[src/design/dsi_pkg.sv]
`timescale 1ns / 1ps

package dsi_pkg;

    localparam int FRAC_BITS_DEF    = 12;
    localparam int MAX_SUBSTEPS_DEF = 8;

    localparam int OMEGA_W = 15;
    localparam int IN_W    = 16;
    localparam int RESP_W  = 13;
    localparam int RATE_W  = 16;
    localparam int DT_W    = 15;

    localparam int DT_DEFAULT = 1049;
    localparam int DT_LIMIT   = 16384;
    localparam int K060_Q15   = 19661;
    localparam int K065_Q15   = 21299;
    localparam int ONE_Q15    = 32768;

    localparam int APB_DW = 32;
    localparam int APB_AW = 3;
    localparam logic [APB_AW-3:0] REG_OMEGA = '0;

    typedef logic [4:0] t_upc;

    localparam t_upc U_IDLE  = 5'd0;
    localparam t_upc U_MGUST = 5'd1;
    localparam t_upc U_MEVT  = 5'd2;
    localparam t_upc U_MWW   = 5'd3;
    localparam t_upc U_MAB   = 5'd4;
    localparam t_upc U_MWC   = 5'd5;
    localparam t_upc U_MWDT  = 5'd6;
    localparam t_upc U_STEPS = 5'd7;
    localparam t_upc U_DIV   = 5'd8;
    localparam t_upc U_SDIFF = 5'd9;
    localparam t_upc U_SCQD  = 5'd10;
    localparam t_upc U_SACC  = 5'd11;
    localparam t_upc U_SACCH = 5'd12;
    localparam t_upc U_SQD   = 5'd13;
    localparam t_upc U_SQDH  = 5'd14;
    localparam t_upc U_SQ    = 5'd15;
    localparam t_upc U_CLAMP = 5'd16;
    localparam t_upc U_DONE  = 5'd17;

    typedef enum logic [3:0] {
        MOP_NONE  = 4'd0,
        MOP_GUST  = 4'd1,
        MOP_EVENT = 4'd2,
        MOP_WW    = 4'd3,
        MOP_AB    = 4'd4,
        MOP_WC    = 4'd5,
        MOP_WDT   = 4'd6,
        MOP_DIFF  = 4'd7,
        MOP_CQD   = 4'd8,
        MOP_ACCH  = 4'd9,
        MOP_QDH   = 4'd10
    } t_mop;

    typedef enum logic [3:0] {
        WOP_NONE  = 4'd0,
        WOP_A     = 4'd1,
        WOP_B     = 4'd2,
        WOP_W2    = 4'd3,
        WOP_TGT   = 4'd4,
        WOP_C     = 4'd5,
        WOP_STEPS = 4'd6,
        WOP_DIV   = 4'd7,
        WOP_SAVE  = 4'd8,
        WOP_ACC   = 4'd9,
        WOP_QD    = 4'd10,
        WOP_Q     = 4'd11,
        WOP_CLAMP = 4'd12
    } t_wop;

    typedef enum logic [2:0] {
        SEQ_NEXT     = 3'd0,
        SEQ_JUMP     = 3'd1,
        SEQ_WAIT_IN  = 3'd2,
        SEQ_REPEAT   = 3'd3,
        SEQ_LOOP     = 3'd4,
        SEQ_WAIT_OUT = 3'd5
    } t_seq;

    typedef struct packed {
        t_mop mop;
        t_wop wop;
        t_seq seq;
        t_upc target;
    } t_uword;

    typedef struct packed {
        t_mop mop;
        t_wop wop;
        logic load;
    } t_dp_ctrl;

    typedef struct packed {
        logic last_sub;
    } t_dp_status;

    function automatic t_uword ucode(input t_upc upc);
        t_uword w;
        w = '{mop: MOP_NONE, wop: WOP_NONE, seq: SEQ_NEXT, target: U_IDLE};
        unique case (upc)
            U_IDLE: begin
                w.seq    = SEQ_WAIT_IN;
                w.target = U_DONE;
            end
            U_MGUST: w.mop = MOP_GUST;
            U_MEVT: begin
                w.mop = MOP_EVENT;
                w.wop = WOP_A;
            end
            U_MWW: begin
                w.mop = MOP_WW;
                w.wop = WOP_B;
            end
            U_MAB: begin
                w.mop = MOP_AB;
                w.wop = WOP_W2;
            end
            U_MWC: begin
                w.mop = MOP_WC;
                w.wop = WOP_TGT;
            end
            U_MWDT: begin
                w.mop = MOP_WDT;
                w.wop = WOP_C;
            end
            U_STEPS: w.wop = WOP_STEPS;
            U_DIV: begin
                w.wop = WOP_DIV;
                w.seq = SEQ_REPEAT;
            end
            U_SDIFF: w.mop = MOP_DIFF;
            U_SCQD: begin
                w.mop = MOP_CQD;
                w.wop = WOP_SAVE;
            end
            U_SACC: w.wop = WOP_ACC;
            U_SACCH: w.mop = MOP_ACCH;
            U_SQD: w.wop = WOP_QD;
            U_SQDH: w.mop = MOP_QDH;
            U_SQ: begin
                w.wop    = WOP_Q;
                w.seq    = SEQ_LOOP;
                w.target = U_SDIFF;
            end
            U_CLAMP: w.wop = WOP_CLAMP;
            U_DONE: begin
                w.seq    = SEQ_WAIT_OUT;
                w.target = U_IDLE;
            end
            default: begin
                w.seq    = SEQ_JUMP;
                w.target = U_IDLE;
            end
        endcase
        return w;
    endfunction

endpackage

[src/design/dsi_if.sv]
`timescale 1ns / 1ps

interface dsi_in_if;
    logic                      valid;
    logic                      ready;
    logic [dsi_pkg::IN_W-1:0]  gust_sample;
    logic [dsi_pkg::IN_W-1:0]  gust_event;
    logic [dsi_pkg::IN_W-1:0]  frame_time;

    modport source (output valid, gust_sample, gust_event, frame_time, input ready);
    modport sink (input valid, gust_sample, gust_event, frame_time, output ready);
endinterface

interface dsi_out_if;
    logic                               valid;
    logic                               ready;
    logic [dsi_pkg::RESP_W-1:0]         sway_response;
    logic signed [dsi_pkg::RATE_W-1:0]  sway_rate;

    modport source (output valid, sway_response, sway_rate, input ready);
    modport sink (input valid, sway_response, sway_rate, output ready);
endinterface

[src/design/dsi_datapath.sv]
`timescale 1ns / 1ps

module dsi_datapath #(
    parameter int FRAC_BITS    = dsi_pkg::FRAC_BITS_DEF,
    parameter int MAX_SUBSTEPS = dsi_pkg::MAX_SUBSTEPS_DEF
) (
    input  logic                                i_clk,
    input  logic                                i_rst_n,
    input  dsi_pkg::t_dp_ctrl                   i_ctrl,
    input  logic [dsi_pkg::OMEGA_W-1:0]         i_omega,
    input  logic [dsi_pkg::IN_W-1:0]            i_gust,
    input  logic [dsi_pkg::IN_W-1:0]            i_event,
    input  logic [dsi_pkg::IN_W-1:0]            i_dt,
    output dsi_pkg::t_dp_status                 o_status,
    output logic [dsi_pkg::RESP_W-1:0]          o_resp,
    output logic signed [dsi_pkg::RATE_W-1:0]   o_rate
);

    localparam int A_W    = 32;
    localparam int B_W    = (32 - FRAC_BITS > 18) ? 32 - FRAC_BITS : 18;
    localparam int P_W    = A_W + B_W;
    localparam int Q_W    = (FRAC_BITS + 2 > 16) ? FRAC_BITS + 2 : 16;
    localparam int STEP_W = $clog2(MAX_SUBSTEPS + 1);
    localparam int DT_W   = dsi_pkg::DT_W;
    localparam int TSH    = 30 - FRAC_BITS;

    localparam int RESP_LO_I = (35 * (2 ** FRAC_BITS) + 50) / 100;
    localparam int RESP_HI_I = (160 * (2 ** FRAC_BITS) + 50) / 100;
    localparam logic signed [Q_W-1:0] RESP_LO = Q_W'(RESP_LO_I);
    localparam logic signed [Q_W-1:0] RESP_HI = Q_W'(RESP_HI_I);
    localparam logic signed [P_W-1:0] SAT_HI  = P_W'(32767);
    localparam logic signed [P_W-1:0] SAT_LO  = P_W'(-32768);

    function automatic logic signed [P_W-1:0] rnd_shr(input logic signed [P_W-1:0] x,
                                                      input int s);
        logic signed [P_W-1:0] half;
        half = P_W'(1) <<< (s - 1);
        return (x + half) >>> s;
    endfunction

    function automatic logic signed [15:0] sat16(input logic signed [P_W-1:0] x);
        logic signed [15:0] y;
        if (x > SAT_HI) begin
            y = 16'sh7fff;
        end else if (x < SAT_LO) begin
            y = 16'sh8000;
        end else begin
            y = x[15:0];
        end
        return y;
    endfunction

    logic [dsi_pkg::IN_W-1:0]  r_gust;
    logic [dsi_pkg::IN_W-1:0]  r_event;
    logic [DT_W-1:0]           r_dt;
    logic signed [P_W-1:0]     r_p;
    logic signed [P_W-1:0]     r_s;
    logic [16:0]               r_a;
    logic [16:0]               r_b;
    logic signed [B_W-1:0]     r_w2;
    logic signed [A_W-1:0]     r_tgt;
    logic [14:0]               r_c;
    logic signed [A_W-1:0]     r_acc;
    logic [STEP_W-1:0]         r_ns;
    logic [STEP_W-1:0]         r_rem;
    logic [DT_W-1:0]           r_quo;
    logic signed [Q_W-1:0]     r_q;
    logic signed [15:0]        r_qd;
    logic                      r_init;

    logic signed [A_W-1:0]     op_a;
    logic signed [B_W-1:0]     op_b;
    logic signed [P_W-1:0]     prod;
    logic signed [A_W-1:0]     diff;
    logic signed [P_W-1:0]     p_r15;
    logic signed [P_W-1:0]     p_rf;
    logic signed [P_W-1:0]     p_rt;
    logic signed [P_W-1:0]     p_r16;
    logic signed [P_W-1:0]     acc_full;
    logic signed [P_W-1:0]     sh;
    logic signed [P_W-1:0]     steps_p1;
    logic signed [15:0]        qd_new;
    logic signed [15:0]        q_new;
    logic signed [15:0]        tgt_sat;
    logic [STEP_W:0]           div_tr;
    logic                      div_ge;
    logic [DT_W-1:0]           dt_fix;

    assign diff = r_tgt - A_W'(r_q);

    always_comb begin
        op_a = '0;
        op_b = '0;
        unique case (i_ctrl.mop)
            dsi_pkg::MOP_GUST: begin
                op_a = A_W'(r_gust);
                op_b = B_W'(dsi_pkg::K065_Q15);
            end
            dsi_pkg::MOP_EVENT: begin
                op_a = A_W'(r_event);
                op_b = B_W'(dsi_pkg::K060_Q15);
            end
            dsi_pkg::MOP_WW: begin
                op_a = A_W'(i_omega);
                op_b = B_W'(i_omega);
            end
            dsi_pkg::MOP_AB: begin
                op_a = A_W'(r_b);
                op_b = B_W'(r_a);
            end
            dsi_pkg::MOP_WC: begin
                op_a = A_W'(i_omega);
                op_b = B_W'(dsi_pkg::K060_Q15);
            end
            dsi_pkg::MOP_WDT: begin
                op_a = A_W'(r_dt);
                op_b = B_W'(i_omega);
            end
            dsi_pkg::MOP_DIFF: begin
                op_a = diff;
                op_b = r_w2;
            end
            dsi_pkg::MOP_CQD: begin
                op_a = A_W'(r_qd);
                op_b = B_W'(r_c);
            end
            dsi_pkg::MOP_ACCH: begin
                op_a = r_acc;
                op_b = B_W'(r_quo);
            end
            dsi_pkg::MOP_QDH: begin
                op_a = A_W'(r_qd);
                op_b = B_W'(r_quo);
            end
            default: begin
                op_a = '0;
                op_b = '0;
            end
        endcase
    end

    assign prod = op_a * op_b;

    always_comb begin
        p_r15    = rnd_shr(r_p, 15);
        p_rf     = rnd_shr(r_p, FRAC_BITS);
        p_rt     = rnd_shr(r_p, TSH);
        p_r16    = rnd_shr(r_p, 16);
        acc_full = rnd_shr(r_s - r_p, FRAC_BITS);
        sh       = r_p >>> (14 + FRAC_BITS);
        steps_p1 = sh + P_W'(1);
        qd_new   = sat16(P_W'(r_qd) + p_r16);
        q_new    = sat16(P_W'(r_q) + p_r16);
        tgt_sat  = sat16(p_rt);
        div_tr   = {r_rem, r_quo[DT_W-1]};
        div_ge   = (div_tr >= {1'b0, r_ns});
        if ((i_dt == '0) || (i_dt > dsi_pkg::IN_W'(dsi_pkg::DT_LIMIT))) begin
            dt_fix = DT_W'(dsi_pkg::DT_DEFAULT);
        end else begin
            dt_fix = i_dt[DT_W-1:0];
        end
    end

    always_ff @(posedge i_clk) begin
        if (!i_rst_n) begin
            r_q    <= '0;
            r_qd   <= '0;
            r_init <= 1'b0;
        end else begin
            case (i_ctrl.wop)
                dsi_pkg::WOP_TGT: begin
                    if (!r_init) begin
                        r_q    <= Q_W'(tgt_sat);
                        r_qd   <= '0;
                        r_init <= 1'b1;
                    end
                end
                dsi_pkg::WOP_QD: r_qd <= qd_new;
                dsi_pkg::WOP_Q: r_q <= Q_W'(q_new);
                dsi_pkg::WOP_CLAMP: begin
                    if (r_q < RESP_LO) begin
                        r_q <= RESP_LO;
                    end else if (r_q > RESP_HI) begin
                        r_q <= RESP_HI;
                    end
                end
                default: begin
                end
            endcase
        end
    end

    always_ff @(posedge i_clk) begin
        if (i_ctrl.load) begin
            r_gust  <= i_gust;
            r_event <= i_event;
            r_dt    <= dt_fix;
        end
        if (i_ctrl.mop != dsi_pkg::MOP_NONE) begin
            r_p <= prod;
        end
        case (i_ctrl.wop)
            dsi_pkg::WOP_A: r_a <= 17'(p_r15 + P_W'(dsi_pkg::K060_Q15));
            dsi_pkg::WOP_B: r_b <= 17'(p_r15 + P_W'(dsi_pkg::ONE_Q15));
            dsi_pkg::WOP_W2: r_w2 <= p_rf[B_W-1:0];
            dsi_pkg::WOP_TGT: r_tgt <= p_rt[A_W-1:0];
            dsi_pkg::WOP_C: r_c <= p_r15[14:0];
            dsi_pkg::WOP_STEPS: begin
                if (sh >= P_W'(MAX_SUBSTEPS)) begin
                    r_ns <= STEP_W'(MAX_SUBSTEPS);
                end else begin
                    r_ns <= steps_p1[STEP_W-1:0];
                end
                r_rem <= '0;
                r_quo <= r_dt;
            end
            dsi_pkg::WOP_DIV: begin
                if (div_ge) begin
                    r_rem <= STEP_W'(div_tr - {1'b0, r_ns});
                    r_quo <= {r_quo[DT_W-2:0], 1'b1};
                end else begin
                    r_rem <= div_tr[STEP_W-1:0];
                    r_quo <= {r_quo[DT_W-2:0], 1'b0};
                end
            end
            dsi_pkg::WOP_SAVE: r_s <= r_p;
            dsi_pkg::WOP_ACC: r_acc <= acc_full[A_W-1:0];
            dsi_pkg::WOP_Q: r_ns <= r_ns - STEP_W'(1);
            default: begin
            end
        endcase
    end

    assign o_status.last_sub = (r_ns == STEP_W'(1));
    assign o_resp            = r_q[dsi_pkg::RESP_W-1:0];
    assign o_rate            = r_qd;

endmodule

[src/design/damped_sway_integrator_core.sv]
`timescale 1ns / 1ps

// Channel   Direction  Payload                                   Handshake
// i_in      in         gust_sample, gust_event, frame_time        valid/ready
// o_out     out        sway_response, sway_rate                   valid/ready
// apb       in         natural_omega at byte address 0            psel/penable, pready high
//
// An integrating transaction runs from acceptance to result through the coefficient steps, the
// 15-step restoring divider for the substep length and S passes of the seven-step substep loop
// on the shared multiplier, S being the substep count (1 to MAX_SUBSTEPS). With natural_omega
// at zero the sequencer goes from its input wait straight to the result step.
// Reset is synchronous; it clears the sequencer, the output valid flag and the sway state.
// A result held by a stalled output only holds the sequencer at its last step.

module damped_sway_integrator_core #(
    parameter int FRAC_BITS    = dsi_pkg::FRAC_BITS_DEF,
    parameter int MAX_SUBSTEPS = dsi_pkg::MAX_SUBSTEPS_DEF
) (
    input  logic                           i_clk,
    input  logic                           i_rst_n,
    dsi_in_if.sink                         i_in,
    dsi_out_if.source                      o_out,
    input  logic                           psel,
    input  logic                           penable,
    input  logic                           pwrite,
    input  logic [dsi_pkg::APB_AW-1:0]     paddr,
    input  logic [dsi_pkg::APB_DW-1:0]     pwdata,
    output logic [dsi_pkg::APB_DW-1:0]     prdata,
    output logic                           pready
);

    localparam int CNT_W = $clog2(dsi_pkg::DT_W);

    dsi_pkg::t_upc                      r_upc;
    dsi_pkg::t_upc                      n_upc;
    logic [CNT_W-1:0]                   r_cnt;
    logic [CNT_W-1:0]                   n_cnt;
    logic [dsi_pkg::OMEGA_W-1:0]        r_omega;
    logic                               r_out_valid;
    logic [dsi_pkg::RESP_W-1:0]         r_resp;
    logic signed [dsi_pkg::RATE_W-1:0]  r_rate;

    dsi_pkg::t_uword                    uw;
    dsi_pkg::t_dp_ctrl                  dp_ctrl;
    dsi_pkg::t_dp_status                dp_status;
    logic [dsi_pkg::RESP_W-1:0]         dp_resp;
    logic signed [dsi_pkg::RATE_W-1:0]  dp_rate;
    logic                               in_acc;
    logic                               out_free;
    logic                               out_load;
    logic                               cfg_wr;
    logic [dsi_pkg::APB_AW-3:0]         cfg_idx;

    assign uw         = dsi_pkg::ucode(r_upc);
    assign i_in.ready = (uw.seq == dsi_pkg::SEQ_WAIT_IN);
    assign in_acc     = i_in.valid && i_in.ready;
    assign out_free   = !r_out_valid || o_out.ready;

    always_comb begin
        n_upc    = r_upc;
        n_cnt    = r_cnt;
        out_load = 1'b0;
        unique case (uw.seq)
            dsi_pkg::SEQ_NEXT: n_upc = r_upc + dsi_pkg::t_upc'(1);
            dsi_pkg::SEQ_JUMP: n_upc = uw.target;
            dsi_pkg::SEQ_WAIT_IN: begin
                if (in_acc) begin
                    n_upc = (r_omega == '0) ? uw.target : r_upc + dsi_pkg::t_upc'(1);
                end
            end
            dsi_pkg::SEQ_REPEAT: begin
                if (r_cnt == CNT_W'(dsi_pkg::DT_W - 1)) begin
                    n_cnt = '0;
                    n_upc = r_upc + dsi_pkg::t_upc'(1);
                end else begin
                    n_cnt = r_cnt + CNT_W'(1);
                end
            end
            dsi_pkg::SEQ_LOOP: begin
                n_upc = dp_status.last_sub ? r_upc + dsi_pkg::t_upc'(1) : uw.target;
            end
            dsi_pkg::SEQ_WAIT_OUT: begin
                if (out_free) begin
                    out_load = 1'b1;
                    n_upc    = uw.target;
                end
            end
            default: n_upc = dsi_pkg::U_IDLE;
        endcase
    end

    always_ff @(posedge i_clk) begin
        if (!i_rst_n) begin
            r_upc <= dsi_pkg::U_IDLE;
            r_cnt <= '0;
        end else begin
            r_upc <= n_upc;
            r_cnt <= n_cnt;
        end
    end

    assign dp_ctrl.mop  = uw.mop;
    assign dp_ctrl.wop  = uw.wop;
    assign dp_ctrl.load = in_acc;

    dsi_datapath #(
        .FRAC_BITS    (FRAC_BITS),
        .MAX_SUBSTEPS (MAX_SUBSTEPS)
    ) u_datapath (
        .i_clk    (i_clk),
        .i_rst_n  (i_rst_n),
        .i_ctrl   (dp_ctrl),
        .i_omega  (r_omega),
        .i_gust   (i_in.gust_sample),
        .i_event  (i_in.gust_event),
        .i_dt     (i_in.frame_time),
        .o_status (dp_status),
        .o_resp   (dp_resp),
        .o_rate   (dp_rate)
    );

    always_ff @(posedge i_clk) begin
        if (!i_rst_n) begin
            r_out_valid <= 1'b0;
        end else if (out_load) begin
            r_out_valid <= 1'b1;
        end else if (o_out.ready) begin
            r_out_valid <= 1'b0;
        end
    end

    always_ff @(posedge i_clk) begin
        if (out_load) begin
            r_resp <= dp_resp;
            r_rate <= dp_rate;
        end
    end

    assign o_out.valid         = r_out_valid;
    assign o_out.sway_response = r_resp;
    assign o_out.sway_rate     = r_rate;

    assign cfg_idx = paddr[dsi_pkg::APB_AW-1:2];
    assign cfg_wr  = psel && penable && pwrite;
    assign pready  = 1'b1;

    always_ff @(posedge i_clk) begin
        if (!i_rst_n) begin
            r_omega <= '0;
        end else if (cfg_wr && (cfg_idx == dsi_pkg::REG_OMEGA)) begin
            r_omega <= pwdata[dsi_pkg::OMEGA_W-1:0];
        end
    end

    assign prdata = (cfg_idx == dsi_pkg::REG_OMEGA) ? dsi_pkg::APB_DW'(r_omega) : '0;

endmodule

[src/flat_wrapper.sv]
// flat-port wrapper written by rule: the top's interface ports become plain ports
module damped_sway_integrator_core_flat 
#(
    parameter int FRAC_BITS    = dsi_pkg::FRAC_BITS_DEF,
    parameter int MAX_SUBSTEPS = dsi_pkg::MAX_SUBSTEPS_DEF
)
  (i_clk, i_rst_n, psel, penable, pwrite, paddr, pwdata, prdata, pready, i_in_valid, i_in_gust_sample, i_in_gust_event, i_in_frame_time, i_in_ready, o_out_valid, o_out_sway_response, o_out_sway_rate, o_out_ready);
  dsi_in_if i_in_i ();
  dsi_out_if o_out_i ();
  input  logic i_clk;
  input  logic i_rst_n;
  input  logic psel;
  input  logic penable;
  input  logic pwrite;
  input  logic [dsi_pkg::APB_AW-1:0] paddr;
  input  logic [dsi_pkg::APB_DW-1:0] pwdata;
  output logic [dsi_pkg::APB_DW-1:0] prdata;
  output logic pready;
  input wire logic [$bits(i_in_i.valid)-1:0] i_in_valid;
  input wire logic [$bits(i_in_i.gust_sample)-1:0] i_in_gust_sample;
  input wire logic [$bits(i_in_i.gust_event)-1:0] i_in_gust_event;
  input wire logic [$bits(i_in_i.frame_time)-1:0] i_in_frame_time;
  output wire logic [$bits(i_in_i.ready)-1:0] i_in_ready;
  output wire logic [$bits(o_out_i.valid)-1:0] o_out_valid;
  output wire logic [$bits(o_out_i.sway_response)-1:0] o_out_sway_response;
  output wire logic [$bits(o_out_i.sway_rate)-1:0] o_out_sway_rate;
  input wire logic [$bits(o_out_i.ready)-1:0] o_out_ready;
  assign i_in_i.valid = i_in_valid;
  assign i_in_i.gust_sample = i_in_gust_sample;
  assign i_in_i.gust_event = i_in_gust_event;
  assign i_in_i.frame_time = i_in_frame_time;
  assign i_in_ready = i_in_i.ready;
  assign o_out_valid = o_out_i.valid;
  assign o_out_sway_response = o_out_i.sway_response;
  assign o_out_sway_rate = o_out_i.sway_rate;
  assign o_out_i.ready = o_out_ready;
  damped_sway_integrator_core #(.FRAC_BITS(FRAC_BITS), .MAX_SUBSTEPS(MAX_SUBSTEPS)) u_core (.i_clk(i_clk), .i_rst_n(i_rst_n), .i_in(i_in_i), .o_out(o_out_i), .psel(psel), .penable(penable), .pwrite(pwrite), .paddr(paddr), .pwdata(pwdata), .prdata(prdata), .pready(pready));
endmodule
[config.mk]
export PLATFORM = sky130hd
export DESIGN_NAME = damped_sway_integrator_core_flat
export DESIGN_NICKNAME = d
export VERILOG_FILES = /design/src/design/dsi_pkg.sv /design/src/design/dsi_if.sv /design/src/design/dsi_datapath.sv /design/src/design/damped_sway_integrator_core.sv /design/src/flat_wrapper.sv
export SDC_FILE = /design/constraint.sdc
export NUM_CORES = 2
export LEC_CHECK = 0
export BUFFER_PORTS_ARGS = -buffer_cell sky130_fd_sc_hd__buf_2
export CAP_MARGIN = 20
export CORE_MARGIN = 1.5
export CORE_UTILIZATION = 40
export DETAILED_ROUTE_END_ITERATION = 10
export PLACE_DENSITY = 0.66
export SLEW_MARGIN = 40
export SYNTH_ARGS = -nofsm -noshare
export SYNTH_HDL_FRONTEND = slang
export SYNTH_SLANG_ARGS = --single-unit
[constraint.sdc]
create_clock -name i_clk -period 10 [get_ports i_clk]
set_input_delay 1 -clock i_clk [delete_from_list [all_inputs] [get_ports i_clk]]
set_output_delay 1 -clock i_clk [all_outputs]
set_load 0.005 [all_outputs]
Word level (Yosys, flattened, before mapping)
Cells that the tools add are included.
{"block": "totals", "register_bits": 386, "output_inout_bits": 64, "wordCells": 165, "input_bits": 90}
{"block": "op_classes", "n_lt_le_gt_ge": 11, "bitwise": 1, "n_reduce_logical": 26, "mul": 1, "n_eq_ne": 51, "mux": 36, "n_addsub": 16}
{"operator": "$pmux W32 S8", "count": 1}
{"operator": "$mux W16", "count": 10}
{"operator": "$pmux W20 S7", "count": 1}
{"operator": "$add A16 B36 Y37", "count": 2}
{"operator": "$gt A37 B16 Y1 const B", "count": 2}
{"operator": "$lt A37 B16 Y1 const B", "count": 2}
{"operator": "$add A52 B17 Y52 const B", "count": 1}
{"operator": "$add A52 B19 Y52 const B", "count": 1}
{"operator": "$mul A32 B20 Y52", "count": 1}
{"operator": "$pmux W16 S3", "count": 1}
{"operator": "$pmux W4 S12", "count": 1}
{"operator": "$add A44 B13 Y44 const B", "count": 1}
{"operator": "$sub A44 B44 Y44", "count": 1}
{"operator": "$eq A5 B4 Y1 const B", "count": 8}
{"operator": "$pmux W4 S10", "count": 1}
{"operator": "$eq A4 B4 Y1 const B", "count": 9}
{"operator": "$gt A34 B16 Y1 const B", "count": 1}
{"operator": "$lt A34 B16 Y1 const B", "count": 1}
{"operator": "$add A32 B13 Y32 const B", "count": 1}
{"operator": "$add A32 B16 Y32 const B", "count": 1}
{"operator": "$eq A4 B3 Y1 const B", "count": 8}
{"operator": "$pmux W16 S2", "count": 1}
{"operator": "$sub A32 B16 Y32", "count": 1}
{"operator": "$pmux W15 S2", "count": 1}
{"operator": "47 further kinds", "count": 84}

Longest topological paths before layout
{"block": "depth", "ltp_word": 7, "mapped_depth": 43, "ltp_nobuf": 39}

Modules after synthesis
Synthesis repeated with hierarchy kept, for this count alone.
{"block": "unflattened", "cells_unflattened": 5206, "hier_area_um2": 48049.8}
{"module": "dsi_datapath", "n_inst": 1, "area_per_inst_um2": 45349.7, "seq_area_each_um2": 9639.2, "cells_each": 4926}
{"module": "damped_sway_integrator_core", "n_inst": 1, "area_per_inst_um2": 2700.1, "seq_area_each_um2": 1371.3, "cells_each": 280}

Worst setup path before layout
Ideal clock, no wire load.
{"block": "synth_timing", "kind": "reg-to-reg", "startpoint": "register u_core.u_datapath.r_q[15]", "endpoint": "register u_core.u_datapath.r_p[48] (data pin)", "path_buffers": 1, "period_less_slack_ns": 10.235, "path_stages_with_launch": 35, "setup_ns": 0.263, "arrival_time_ns": 9.972, "required_time_ns": 9.737, "slack_ns": -0.235, "cell_sequence": "dfxtp_1 > inv_1 > ha_1 > and3_1 > or3b_1 > a211oi_1 > a2111oi_0 > a21oi_1 > a311oi_2 > o31a_1 > xnor2_1 > a21o_1 > buf_2 > nand2_1 > fa_1 > fa_1 > fa_1 > inv_1 > fa_1 > fa_1 > fa_1 > inv_1 > fa_1 > inv_1 > ha_1 > a21o_1 > a21oi_1 > nor2b_1 > or2_2 > a21o_1 > a21oi_1 > o21ai_0 > a21o_1 > a21oi_1 > xnor2_1"}
{"block": "synth_via", "elab_chain_len": 3}
{"item": "start: declaration", "line_no": "dsi_datapath.sv:67", "source": "logic signed [Q_W-1:0] r_q;"}
{"item": "start signal: assignment", "line_no": "dsi_datapath.sv:173", "source": "r_q <= Q_W'(tgt_sat);"}
{"item": "start signal: assignment", "line_no": "dsi_datapath.sv:179", "source": "dsi_pkg::WOP_Q: r_q <= Q_W'(q_new);"}
{"item": "$sub A32 B16 Y32", "line_no": "dsi_datapath.sv:89", "source": "assign diff = r_tgt - A_W'(r_q);"}
{"item": "$pmux W32 S8", "line_no": "dsi_datapath.sv:94", "source": "unique case (i_ctrl.mop)"}
{"item": "$mul A32 B20 Y52", "line_no": "dsi_datapath.sv:142", "source": "assign prod = op_a * op_b;"}
{"item": "via u_core.u_datapath.prod[48]", "line_no": "dsi_datapath.sv:73", "source": "logic signed [P_W-1:0] prod;"}
{"item": "end signal: assignment", "line_no": "dsi_datapath.sv:200", "source": "r_p <= prod;"}
{"item": "end: declaration", "line_no": "dsi_datapath.sv:56", "source": "logic signed [P_W-1:0] r_p;"}
The timed path passes the listed nets, and every way through them passes these cells.
A chain may end at the register's enable or synchronous reset.

Worst setup path after layout
{"block": "layout_timing", "startpoint": "register u_core.r_upc[0]", "endpoint": "register u_core.u_datapath.r_p[51] (data pin)"}
{"block": "layout_via", "elab_chain_len": 6, "word_cells_on_any_way": 29, "cone_classes": "mul: 1; eq/ne: 20; mux: 3; reduce/logical: 5"}
{"item": "start: declaration", "line_no": "damped_sway_integrator_core.sv:34", "source": "dsi_pkg::t_upc r_upc;"}
{"item": "start signal: assignment", "line_no": "damped_sway_integrator_core.sv:94", "source": "r_upc <= dsi_pkg::U_IDLE;"}
{"item": "start signal: assignment", "line_no": "damped_sway_integrator_core.sv:97", "source": "r_upc <= n_upc;"}
{"item": "$eq A5 B4 Y1, or another cell as far along", "line_no": "dsi_pkg.sv:104", "source": "unique case (upc)"}
{"item": "$pmux W4 S10 (*)", "line_no": "dsi_pkg.sv:104"}
{"item": "$eq A4 B4 Y1, or another cell as far along", "line_no": "dsi_datapath.sv:94"}
{"item": "$reduce_or A2 Y1 (no line)"}
{"item": "$pmux W32 S8 or $pmux W20 S7 (tied branches)", "line_no": "dsi_datapath.sv:94"}
{"item": "$mul A32 B20 Y52 (*)", "line_no": "dsi_datapath.sv:142"}
{"item": "via u_core.u_datapath.prod[51]", "line_no": "dsi_datapath.sv:73"}
The timed path passes the listed nets; every way through them passes the cells marked *.

==> key figures <==
Setup path
  – Crit-path slowest cell: fa_1
  – Critical path class: flop to flop
  – CP max FO: 13
  – Critical Path Start Type: flop
  – Arrival @ worst endpoint: 10060 ps
  – Most frequent CP cell: fa_1
  – CP required: 10370 ps
  – Slowest stage delay, CP: 580 ps
  – CP endpoint kind: flop

Power and ir drop
  – Flop pwr share: 19.0%
  – Logic pwr share: 69.7%
  – Lkg Pwr: 0.0251 uW
  – Clk pwr share: 11.2%
  – Max IR drop VDD: 0.245 mV
  – Power Density: 269 nW/um^2
  – Internal: 7390 uW
  – NetSw: 7460 uW
  – Switch share: 50.2%

Logic synthesis
  – Post-Syn Area: 48600 sq um
  – Synth top area cells: fa_1 26%, edfxtp_1 20%, ha_1 8.6%
  – Register area share after synthesis: 22.7%
  – EDFF count, synth: 328
  – Synth Register Bits: 386
  – Area leader, netlist: fa_1
  – Avg Cell Area, Syn: 9.14 sq um
  – Prevailing post-synth register cell: edfxtp_1
  – Async SR Flop Fraction: 0%
  – Share of the synthesized area in the top cell type: 26.4%
  – Synthesis Warnings: 0
  – Synth cell types: 110
  – Synth Instances: 5314

STA
  – Setup tns final: 0 ps
  – Tightest Pin Transition: 817 ps
  – Slew Limit Fails: 0
  – Final Hold Fails: 0
  – Fmax: 103 MHz
  – Tcrit/Tclk final: 96.9%
  – Clock skew: 41.3 ps
  – Rel. slew slack: 45.1%
  – # setup viols final: 0
  – Final setup margin: 306 ps
  – Fin crit period: 9690 ps

Floorplan
  – Row count: 127
  – Initial Util: 40.4%
  – IO Pins: 154
  – Full die area: 124000 sq um
  – Die height: 352 um
  – Die Width: 352 um
  – Core Box Area: 120000 sq um

Route
  – Vias: 40200
  – Vias per cell: 5.51
  – Routed WL per cell: 20.9 um
  – Drt pass-1 iters: 7
  – DR iter-0 viols: 3798
  – DRC Markers: 0
  – Final wirelength: 152 mm
  – Number of routed nets with antenna violations: 0

Clock network
  – CTS Buf Count: 45
  – Clock sink total: 386
  – Clock Tree Buf Depth: 3
  – H-Tree Level Count: 2
  – Worst skew pair latency: 630 ps
  – Worst-path clk slew: 60 ps
  – Hold Buf Count CTS: 0
  – CTS tree: built
  – Clock Tree Root: clkbuf_16

Placed design
  – Routability Congestion: 0.975
  – Dpl hpwl: 125 mm
  – PortBufs: 116
  – Post-Place Worst Slack: -226 ps

Cells and area
  – Share of cells above drive strength 1: 12.8%
  – Final net count: 6703
  – Fill cells: 11500
  – Area grow syn2layout: 13.6%
  – Antenna cells: 0
  – Multi-input combinational cell area: 33800 sq um
  – Storage cell area: 11000 sq um

Global routing
  – Initial antenna violation count: 2
  – Vias in the first global route: 40100
  – Largest net degree at the start of global routing: 53
  – First-pass GRT wire length: 235 mm
  – GRT Total Usage: 24.8%
  – Gr ovfl total: 0

Status
  – Status: complete, no violations

Run
  – Max_cap viols: 0

Worst hold path
  – Hold crit path type: flop to flop
cells in the mapped netlist (57+ instances only):
master / n
a21o_1: 84
a21oi_1: 247
clkbuf_1: 155
dfxtp_1: 58
edfxtp_1: 328
fa_1: 640
ha_1: 335
inv_1: 884
nand2_1: 605
nand3_1: 92
nand4_1: 57
nor2_1: 535
nor3_1: 61
o21ai_0: 132
xnor2_1: 213
xor2_1: 64
area by class of cell:
class	instances	area share [%]
timing repair buffer	481	6.38
inverter	890	6.05
multi-input combinational	3834	61.3
clock buffer	49	2.09
tap	1612	3.65
sequential	386	20.0
clock inverter	35	0.596
layout by cell type, fill, tap and decap left out, drive strengths merged, types with 28 or more instances in the layout:
| cell type | n |
|---|---|
| edfxtp | 328 |
| nand2b | 44 |
| a21o | 85 |
| dfxtp | 58 |
| nand2 | 606 |
| clkbuf | 49 |
| nor3 | 63 |
| xnor2 | 214 |
| nand4 | 58 |
| fa | 640 |
| inv | 892 |
| nand3 | 92 |
| xor2 | 64 |
| a22oi | 42 |
| a31oi | 34 |
| a21oi | 250 |
| buf | 481 |
| and3 | 42 |
| nor2b | 50 |
| ha | 335 |
| a211oi | 38 |
| and2 | 46 |
| o211ai | 31 |
| o21ai | 143 |
| o21bai | 28 |
| a221o | 34 |
| o21a | 33 |
| nor2 | 535 |
state kept, by name (all words and copies together), names as in the netlist, 17 cells and up:
register / count
u_core.u_datapath.r_b: 17
u_core.u_datapath.r_tgt: 32
u_core.u_datapath.r_acc: 32
u_core.u_datapath.r_w2: 20
u_core.u_datapath.r_s: 44
u_core.u_datapath.r_a: 17
u_core.u_datapath.r_p: 52
stage by stage:
stage / hold WS, ps / cell area (sq um) / total power [uW] / instances / utilization [%]
after floorplan: 421 / 48700 / 9160 / 5330 / -
after global placement: 434 / 53100 / 12700 / 7180 / 44.2
after detailed placement: 437 / 53100 / 12900 / 7181 / 44.2
after CTS: 452 / 54700 / 14600 / 7266 / 45.5
after global routing: 457 / 55200 / 16000 / 7287 / 45.9
final: 450 / 55200 / 14800 / 7287 / 45.9
layer usage:
layer | share of wire, % | track usage [%] | wire (um) | vias up
li1 | - | - | - | 18200
met1 | 40 | 32.3 | 61400 | 20200
met2 | 48 | 41.9 | 72900 | 1528
met3 | 6.9 | 2.89 | 10500 | 309
met4 | 5.0 | 10.5 | 7570 | 0
met5 | 0 | 0 | 0 | -
repair_timing:
action / CTS / global route
cloned: 0 / 0
resized for setup: 16 / 80
setup endpoints to repair: 11 / 20
setup buffers: 1 / 21
pin swaps: 2 / 30
power groups by stage:
stage               clock network, uW  logic (uW)  registers (uW)
floorplan                           0        6490            2670
global placement                    0        9870            2840
detailed placement                  0       10000            2840
CTS                              1690       10100            2810
global route                     1750       11400            2850
finish                           1670       10400            2830
cell families after synthesis:
logic type	Yosys count	synth area share (%)
AOI/OAI and AO/OA	894	12.6
other	2	0.0155
and+or+nand+nor	1656	15.5
adders and majority gates	975	35.0
DFF	386	22.7
xor gates and xnor gates	278	5.03
buffers and inverters	1110	8.90
muxes	13	0.278
worst max-delay path, delay by kind of cell (launching register included):
family | cells | cell delay, ps
compound gates | 9 | 2240
xor+xnor | 1 | 150
fa+ha+maj | 9 | 4190
buf+inv | 9 | 990
flops | 1 | 380
simple gates | 8 | 1440
path summary, 6_finish.rpt:
| path | from | depth (start not counted) | slack, ps | endpoint |
|---|---|---|---|---|
| setup / recovery | u_core.r_upc[0] | 36 | 310 | u_core.u_datapath.r_p[51] |
| hold / removal | u_core.u_datapath.r_p[8] | 0 | 450 | u_core.u_datapath.r_s[8] |
| setup reg to reg | u_core.r_upc[0] | 36 | 310 | u_core.u_datapath.r_p[51] |
| hold reg to reg | u_core.u_datapath.r_p[8] | 0 | 450 | u_core.u_datapath.r_s[8] |
Note: power is estimated with default switching activity, not from simulation.
